[config.mk]
export PLATFORM = sky130hd
export DESIGN_NAME = recf_frame
export DESIGN_NICKNAME = d
export VERILOG_FILES = /design/src/recf_pkg.sv /design/src/recf_frame.sv
export SDC_FILE = /design/constraint.sdc
export NUM_CORES = 1
export LEC_CHECK = 0
export BUFFER_PORTS_ARGS = -buffer_cell sky130_fd_sc_hd__buf_2
export CORE_ASPECT_RATIO = 1.25
export CORE_UTILIZATION = 50
export CTS_CLUSTER_DIAMETER = 30
export DETAILED_ROUTE_END_ITERATION = 6
export PLACE_DENSITY = 0.75
export SETUP_SLACK_MARGIN = 0.2
export SYNTH_ARGS = -nofsm -noshare
export SYNTH_HDL_FRONTEND = slang
export SYNTH_SLANG_ARGS = --single-unit
[constraint.sdc]
create_clock -name aclk -period 3.56 [get_ports aclk]
set_input_delay 0.534 -clock aclk [delete_from_list [all_inputs] [get_ports aclk]]
set_output_delay 0.534 -clock aclk [all_outputs]
set_load 0.05 [all_outputs]
[src/recf_pkg.sv]
// Package holding the shared types, constants and the CRC helper of the ring echo frame checker.
package recf_pkg;

    // Default ring size, in nodes.
    localparam int MAX_RING_NODES = 64;

    // Echo frame layout and CRC constants.
    localparam logic [2:0] LED_BYTES = 3'd6;
    localparam logic [7:0] CRC_POLY  = 8'h07;
    localparam logic [7:0] CRC_MSB   = 8'h80;

    // Configuration reset values.
    localparam logic [6:0] ACTIVE_NODES_RST    = 7'd64;
    localparam logic [7:0] DATA_TYPE_CODE_RST  = 8'd0;
    localparam logic [7:0] LEVEL_BIT_MASK_RST  = 8'd1;
    localparam logic [7:0] STICKY_BIT_MASK_RST = 8'd2;
    localparam logic [7:0] FAIL_THRESHOLD_RST  = 8'd3;

    // Item commands.
    typedef enum logic [2:0] {
        CMD_START      = 3'd0,
        CMD_ECHO       = 3'd1,
        CMD_ABORT      = 3'd2,
        CMD_READ_LEVEL = 3'd3,
        CMD_TAKE_PRESS = 3'd4
    } command_t;

    // Configuration register indexes.
    typedef enum logic [2:0] {
        CFG_ACTIVE_NODES    = 3'd0,
        CFG_DATA_TYPE_CODE  = 3'd1,
        CFG_LEVEL_BIT_MASK  = 3'd2,
        CFG_STICKY_BIT_MASK = 3'd3,
        CFG_FAIL_THRESHOLD  = 3'd4
    } cfg_index_t;

    // Input item.
    typedef struct packed {
        logic [2:0] command;
        logic [7:0] rx_byte;
        logic [5:0] node_index;
    } in_t;

    // Result item.
    typedef struct packed {
        logic [7:0]  tx_sequence;
        logic        frame_done;
        logic        frame_ok;
        logic        reenumerate;
        logic        button_value;
        logic [31:0] good_frames;
        logic [31:0] bad_frames;
    } out_t;

    // Configuration register set.
    typedef struct packed {
        logic [6:0] active_nodes;
        logic [7:0] data_type_code;
        logic [7:0] level_bit_mask;
        logic [7:0] sticky_bit_mask;
        logic [7:0] fail_threshold;
    } cfg_t;

    // Frame close events raised by one step of the frame tracker.
    typedef struct packed {
        logic done;
        logic ok;
        logic reenum;
        logic commit;
    } frame_evt_t;

    // Requests to the node store.
    typedef struct packed {
        logic commit;
        logic query;
        logic take;
    } ns_req_t;

    // Folds one byte into the CRC-8, most significant bit first.
    function automatic logic [7:0] crc_fold(input logic [7:0] crc, input logic [7:0] data);
        logic [7:0] c;
        c = crc ^ data;
        for (int i = 0; i < 8; i++) begin
            if ((c & CRC_MSB) != 8'h00) begin
                c = {c[6:0], 1'b0} ^ CRC_POLY;
            end else begin
                c = {c[6:0], 1'b0};
            end
        end
        return c;
    endfunction

endpackage

[src/recf_frame.sv]
// Frame tracker: sequence number, byte position, header and CRC check, counters and failure streak.
module recf_frame #(
    parameter int RING_NODES = recf_pkg::MAX_RING_NODES,
    localparam int NODE_W = (RING_NODES > 1) ? $clog2(RING_NODES) : 1,
    localparam int CNT_W = $clog2(RING_NODES + 1)
) (
    input  logic                 aclk,
    input  logic                 aresetn,
    input  logic                 step,
    input  recf_pkg::in_t        item,
    input  recf_pkg::cfg_t       cfg,
    input  logic [CNT_W-1:0]     node_count,
    output recf_pkg::frame_evt_t evt,
    output logic                 pend_we,
    output logic [NODE_W-1:0]    pend_addr,
    output logic [1:0]           pend_data,
    output logic [7:0]           frame_seq,
    output logic [31:0]          good_count,
    output logic [31:0]          bad_count
);

    // Where the next echo byte falls in the frame.
    typedef enum logic [2:0] {
        POS_TYPE = 3'b001,
        POS_SEQ  = 3'b010,
        POS_BODY = 3'b100
    } pos_t;

    pos_t              stage_reg, stage_next;
    logic [7:0]        sequence_reg, sequence_next;
    logic              open_reg, open_next;
    logic              match_reg, match_next;
    logic [7:0]        crc_reg, crc_next;
    logic [CNT_W-1:0]  slot_reg, slot_next;
    logic [2:0]        phase_reg, phase_next;
    logic [7:0]        streak_reg, streak_next;
    logic [31:0]       good_reg, good_next;
    logic [31:0]       bad_reg, bad_next;

    logic              close_good;
    logic              close_bad;
    logic [7:0]        streak_inc;
    logic [7:0]        crc_fold_rx;

    assign crc_fold_rx = recf_pkg::crc_fold(crc_reg, item.rx_byte);
    assign streak_inc  = streak_reg + 8'd1;

    // The button byte of the current slot is reduced to its level and sticky bits.
    assign pend_addr = slot_reg[NODE_W-1:0];
    assign pend_data = {(item.rx_byte & cfg.sticky_bit_mask) != 8'h00,
                        (item.rx_byte & cfg.level_bit_mask) != 8'h00};

    // One step of the frame state for the item in hand.
    always_comb begin
        stage_next    = stage_reg;
        sequence_next = sequence_reg;
        open_next     = open_reg;
        match_next    = match_reg;
        crc_next      = crc_reg;
        slot_next     = slot_reg;
        phase_next    = phase_reg;
        streak_next   = streak_reg;
        good_next     = good_reg;
        bad_next      = bad_reg;
        close_good    = 1'b0;
        close_bad     = 1'b0;
        pend_we       = 1'b0;
        evt           = '0;
        if (step) begin
            unique case (item.command)
                recf_pkg::CMD_START: begin
                    close_bad     = open_reg;
                    sequence_next = sequence_reg + 8'd1;
                    open_next     = 1'b1;
                    stage_next    = POS_TYPE;
                    match_next    = 1'b1;
                    crc_next      = 8'h00;
                    slot_next     = '0;
                    phase_next    = 3'd0;
                end
                recf_pkg::CMD_ECHO: begin
                    if (open_reg) begin
                        if (stage_reg == POS_BODY && slot_reg >= node_count) begin
                            // This byte is the CRC byte and ends the frame.
                            open_next  = 1'b0;
                            close_good = match_reg && (item.rx_byte == crc_reg);
                            close_bad  = !(match_reg && (item.rx_byte == crc_reg));
                        end else begin
                            unique case (stage_reg)
                                POS_TYPE: begin
                                    match_next = match_reg &&
                                                 (item.rx_byte == cfg.data_type_code);
                                    crc_next   = crc_fold_rx;
                                    stage_next = POS_SEQ;
                                end
                                POS_SEQ: begin
                                    match_next = match_reg && (item.rx_byte == sequence_reg);
                                    crc_next   = crc_fold_rx;
                                    stage_next = POS_BODY;
                                end
                                default: begin
                                    if (phase_reg == recf_pkg::LED_BYTES) begin
                                        // Button bytes are buffered and kept out of the CRC.
                                        pend_we    = 1'b1;
                                        phase_next = 3'd0;
                                        slot_next  = slot_reg + CNT_W'(1);
                                    end else begin
                                        crc_next   = crc_fold_rx;
                                        phase_next = phase_reg + 3'd1;
                                    end
                                end
                            endcase
                        end
                    end
                end
                recf_pkg::CMD_ABORT: begin
                    open_next = 1'b0;
                    close_bad = open_reg;
                end
                default: begin
                end
            endcase

            // Frame close bookkeeping.
            evt.done   = close_good || close_bad;
            evt.ok     = close_good;
            evt.commit = close_good;
            if (close_good) begin
                good_next   = good_reg + 32'd1;
                streak_next = 8'd0;
            end
            if (close_bad) begin
                bad_next = bad_reg + 32'd1;
                if (streak_inc >= cfg.fail_threshold) begin
                    streak_next = 8'd0;
                    evt.reenum  = 1'b1;
                end else begin
                    streak_next = streak_inc;
                end
            end
        end
    end

    // Frame state registers.
    always_ff @(posedge aclk) begin
        if (!aresetn) begin
            stage_reg    <= POS_TYPE;
            sequence_reg <= 8'd0;
            open_reg     <= 1'b0;
            match_reg    <= 1'b0;
            crc_reg      <= 8'h00;
            slot_reg     <= '0;
            phase_reg    <= 3'd0;
            streak_reg   <= 8'd0;
            good_reg     <= 32'd0;
            bad_reg      <= 32'd0;
        end else begin
            stage_reg    <= stage_next;
            sequence_reg <= sequence_next;
            open_reg     <= open_next;
            match_reg    <= match_next;
            crc_reg      <= crc_next;
            slot_reg     <= slot_next;
            phase_reg    <= phase_next;
            streak_reg   <= streak_next;
            good_reg     <= good_next;
            bad_reg      <= bad_next;
        end
    end

    assign frame_seq  = sequence_reg;
    assign good_count = good_reg;
    assign bad_count  = bad_reg;

endmodule

# After elaboration in Yosys (flattened, before gate mapping)
# Index checks and enable logic that the tools add are counted.
# classes
add_sub_neg,6
magnitude_cmp,2
n_eq_ne,15
mux,54
bitwise,11
reduce_logical,23
# ops
op,count
$add 32x1->32 const B,2
$mux 8,7
$mux 3,14
$mux 7,4
$eq 8x8->1,3
$not 3->3,8
$mux 1,19
$pmux 3 s2,3
$add 8x1->8 const B,2
$and 8x8->8,2
$pmux 8 s2,1
$reduce_bool 8->1,2
$reduce_and 5->1,3
$pmux 7 s2,1
$reduce_and 2->1,5
$ge 8x8->1,1
$ne 2x2->1 const B,4
$xor 8x8->8,1
$add 7x1->7 const B,1
$ge 7x7->1,1
$eq 3x1->1 const B,2
$eq 3x2->1 const B,2
$eq 3x3->1 const B,2
$ne 3x3->1 const B,2
other kinds (12),19
# totals
ff_bits,103
in_bits,66
output_inout_bits,85
word_cells,121

# Longest topological paths before layout
# depth
word_depth,22
depth_mapped,10

# Worst setup path after synthesis
# OpenSTA, ideal clock, no wires.
# synth_timing
path_type,input port to output port
from,in node_count[3]
to,out evt[2] (netlist bit)
arrival_time_ns,3.400
required_ns,3.026
slack_ns,-0.374
path_stages,8
path_cell_list,inv_1 -> ha_1 -> o21a_1 -> o2111ai_1 -> o21ai_1 -> nand3_1 -> nor4_1 -> buf_4
# synth_rtl
item,line,rtl
"start, declared",recf_frame.sv:12,"input logic [CNT_W-1:0] node_count,"
"end, declared",recf_frame.sv:13,"output recf_pkg::frame_evt_t evt,"

==> results.py <==
metrics = {
    "timing": {
        "drv_slew": 0,
        "rsz0062_at_grt": "false",
        "min_period_over_period": 0.881,
        "fin_setup_tns_ps": 0,
        "max_freq_mhz": 319,
        "setup-violations-final": 0,
        "maxSlewHeadroom": 0.463,
        "tightest_slew_ps": 805,
        "finalWorstPathRequiredPeriod_ps": 3140,
        "finalHoldViolCount": 0,
        "clock_skew_ps": 6.69,
        "hold_slack_ps": 461,
    },
    "drt": {
        "first_iter_violations": 236,
        "ant_nets": 0,
        "firstDrtPassIters": 4,
        "via_per_inst": 5.69,
        "drc": 0,
        "drt_wl_total_mm": 15.3,
        "wl_per_cell_um": 14.8,
        "vias": 5894,
    },
    "synth": {
        "synth_nets": 833,
        "synth_area_um2": 6230,
        "synth.most_common_cell": "dfxtp_1",
        "yosysTopAreaCell": "dfxtp_1",
        "yosys.area.top_type_share": 0.331,
        "yosys-top-cells-area": "dfxtp_1, mux2i_1, xnor2_1",
        "synth_flop_cell": "dfxtp_1",
        "yosys-top-cells-count": "dfxtp_1, nand2_1, nor2_1, inv_1, xnor2_1",
        "synth-seq-cells": 103,
        "async_flop_share": 0,
        "synth_warnings": 0,
        "postSynthAreaPerCell_um2": 8.37,
        "yosys.cell_types.count": 60,
        "syn_inst": 744,
        "synth_edf_count": 0,
        "ys_seq_area_frac": 0.331,
    },
    "critical_path": {
        "required_ps": 3030,
        "end_kind": "output port",
        "crit_chain": "ha_4 -> nand3_1 -> xnor2_2 -> ha_1 -> a21o_1 -> a211oi_1 -> o21ai_0 -> a21oi_1 -> nor2_1 -> buf_2",
        "crit_family": "compound AO/OA/AOI/OAI gates",
        "crit_path_start": "streak_reg[1]$_SDFFE_PN0P_",
        "critical_path_class": "reg2out",
        "reg2reg_depth": 9,
        "r2r-end": "slot_reg[2]$_SDFFE_PN0P_",
        "crit_slowest_cell": "dfxtp_1",
        "crit_arrival_ps": 2600,
        "worstPathMaxFanout": 4,
        "critPathMaxStageDelay_ps": 410,
        "crit_end": "evt[1]",
        "crit_cells": 10,
        "r2r_slack_ps": 720,
        "worst-path-buf-inv": 1,
        "r2r_start": "slot_reg[0]$_SDFFE_PN0P_",
        "start_kind": "register",
    },
    "placed_design": {
        "placed_cell_area_um2": 7070,
        "portBuffers": 137,
        "place_congestion": 0.848,
        "place_hpwl_mm": 11.3,
    },
    "pwr": {
        "power.total_mw": 2.36,
        "irDropWorstVdd_mv": 0.190,
        "power.leakage_nw": 3.08,
        "p_per_area_nw_per_um2": 319,
    },
    "cells_and_area": {
        "layout.nets": 955,
        "design_area_um2": 7390,
        "fin_util": 0.608,
        "synthToLayoutAreaGrowth_pct": 18.6,
        "drive_above_1_share": 0.214,
        "diodes": 0,
    },
    "floorplan": {
        "fp.coreArea_um2": 12200,
        "die-width_um": 102,
        "fp-row-count": 45,
        "io_pins": 151,
        "fp.dieH_um": 127,
        "dieArea_um2": 12900,
        "start_util": 0.512,
    },
    "global_route": {
        "grt_pass1_vias": 5404,
        "antenna_found_initial": 0,
        "grt_pass1_wl_mm": 25.0,
        "grt_max_degree": 86,
        "grt.total_usage": 0.242,
        "grt.overflow.total": 0,
    },
    "min_path": {
        "hp-class": "reg2reg",
    },
    "clock_tree": {
        "cts_resized": 0,
        "cts_num_sinks": 103,
        "cts_hold_buf": 0,
        "clk_pin_slew_ps": 60,
        "cts-root-buf": "clkbuf_16",
        "numCtsBuffers": 9,
        "clock_path_buffers": 2,
        "cts_tree": "built",
        "postCtsSetupRepairBufs": 0,
        "clk_latency_ps": 350,
        "cts_htree_levels": 3,
    },
    "run": {
        "max_cap_violations": 0,
    },
    "status": {
        "run_status": "finished, final reports clean",
    },
}
-- worst min-delay path by stage --
stage	cells past startpoint	slack, ps	start	endpoint
final	2	460	streak_reg[7]$_SDFFE_PN0P_	streak_reg[7]$_SDFFE_PN0P_
after global routing	2	500	bad_count[31]$_SDFFE_PN0P_	bad_count[31]$_SDFFE_PN0P_
after global placement	2	450	streak_reg[7]$_SDFFE_PN0P_	streak_reg[7]$_SDFFE_PN0P_
after detailed placement	2	450	streak_reg[7]$_SDFFE_PN0P_	streak_reg[7]$_SDFFE_PN0P_
after floorplan	2	430	streak_reg[7]$_SDFFE_PN0P_	streak_reg[7]$_SDFFE_PN0P_
after CTS	2	460	streak_reg[7]$_SDFFE_PN0P_	streak_reg[7]$_SDFFE_PN0P_
-- routing by layer --
| metal | vias up | track usage | wire (µm) | share of wire |
|---|---|---|---|---|
| li1 | 2970 | - | - | - |
| met1 | 2739 | 0.283 | 6570 | 0.43 |
| met5 | - | 0 | 0 | 0 |
| met4 | 0 | 0.0866 | 264 | 0.017 |
| met3 | 26 | 0.0529 | 849 | 0.056 |
| met2 | 159 | 0.430 | 7600 | 0.50 |
-- power breakdown --
| group | leakage [nW] | internal, mW | total, mW | switching (mW) |
|---|---|---|---|---|
| logic | 2.11 | 0.0791 | 0.192 | 0.113 |
| clock network | 0.138 | 0.564 | 1.00 | 0.441 |
| registers | 0.830 | 1.15 | 1.16 | 0.00434 |
| total | 3.08 | 1.80 | 2.36 | 0.558 |
-- tightest hold or removal path: stages, from the launching register on --
cell     delay (ps)
dfxtp_1         320
nand2_1          60
nand2_1          40
-- cell usage in the layout (no fill, tap or decap), drive strengths merged, types with 13 or more instances in the layout --
cell and instances:
nand4 19, a21oi 23, buf 153, nand3 36, o41ai 16, nor4 24, nor2 50, xnor2 38
o211ai 15, xor2 19, mux2i 35, nand2b 34, inv 41, nor3 13, dfxtp 103, ha 23
nand2 74
-- final cells by class --
cell class,count,area (µm²)
clock buffer,11,243
sequential,103,2060
inverter,41,154
tap,164,205
timing repair buffer,153,806
fill,1136,4770
clock inverter,5,57.6
multi-input combinational,558,3860
-- per-stage QoR --
step | instances | setup WS [ps]
5_1_grt | 1035 | 218
3_5_place_dp | 1019 | 614
6_report | 1035 | 424
2_1_floorplan | 744 | 293
3_3_place_gp | 1019 | 620
4_1_cts | 1035 | 309
-- cell families after synthesis --
family | share of synthesized area
DFF | 0.331
adders and majority gates | 0.0462
and+or+nand+nor | 0.254
AOI/OAI and AO/OA | 0.177
buffers and inverters | 0.0548
xor gates and xnor gates | 0.0801
muxes | 0.0562
(Power assumes the default switching activity.)
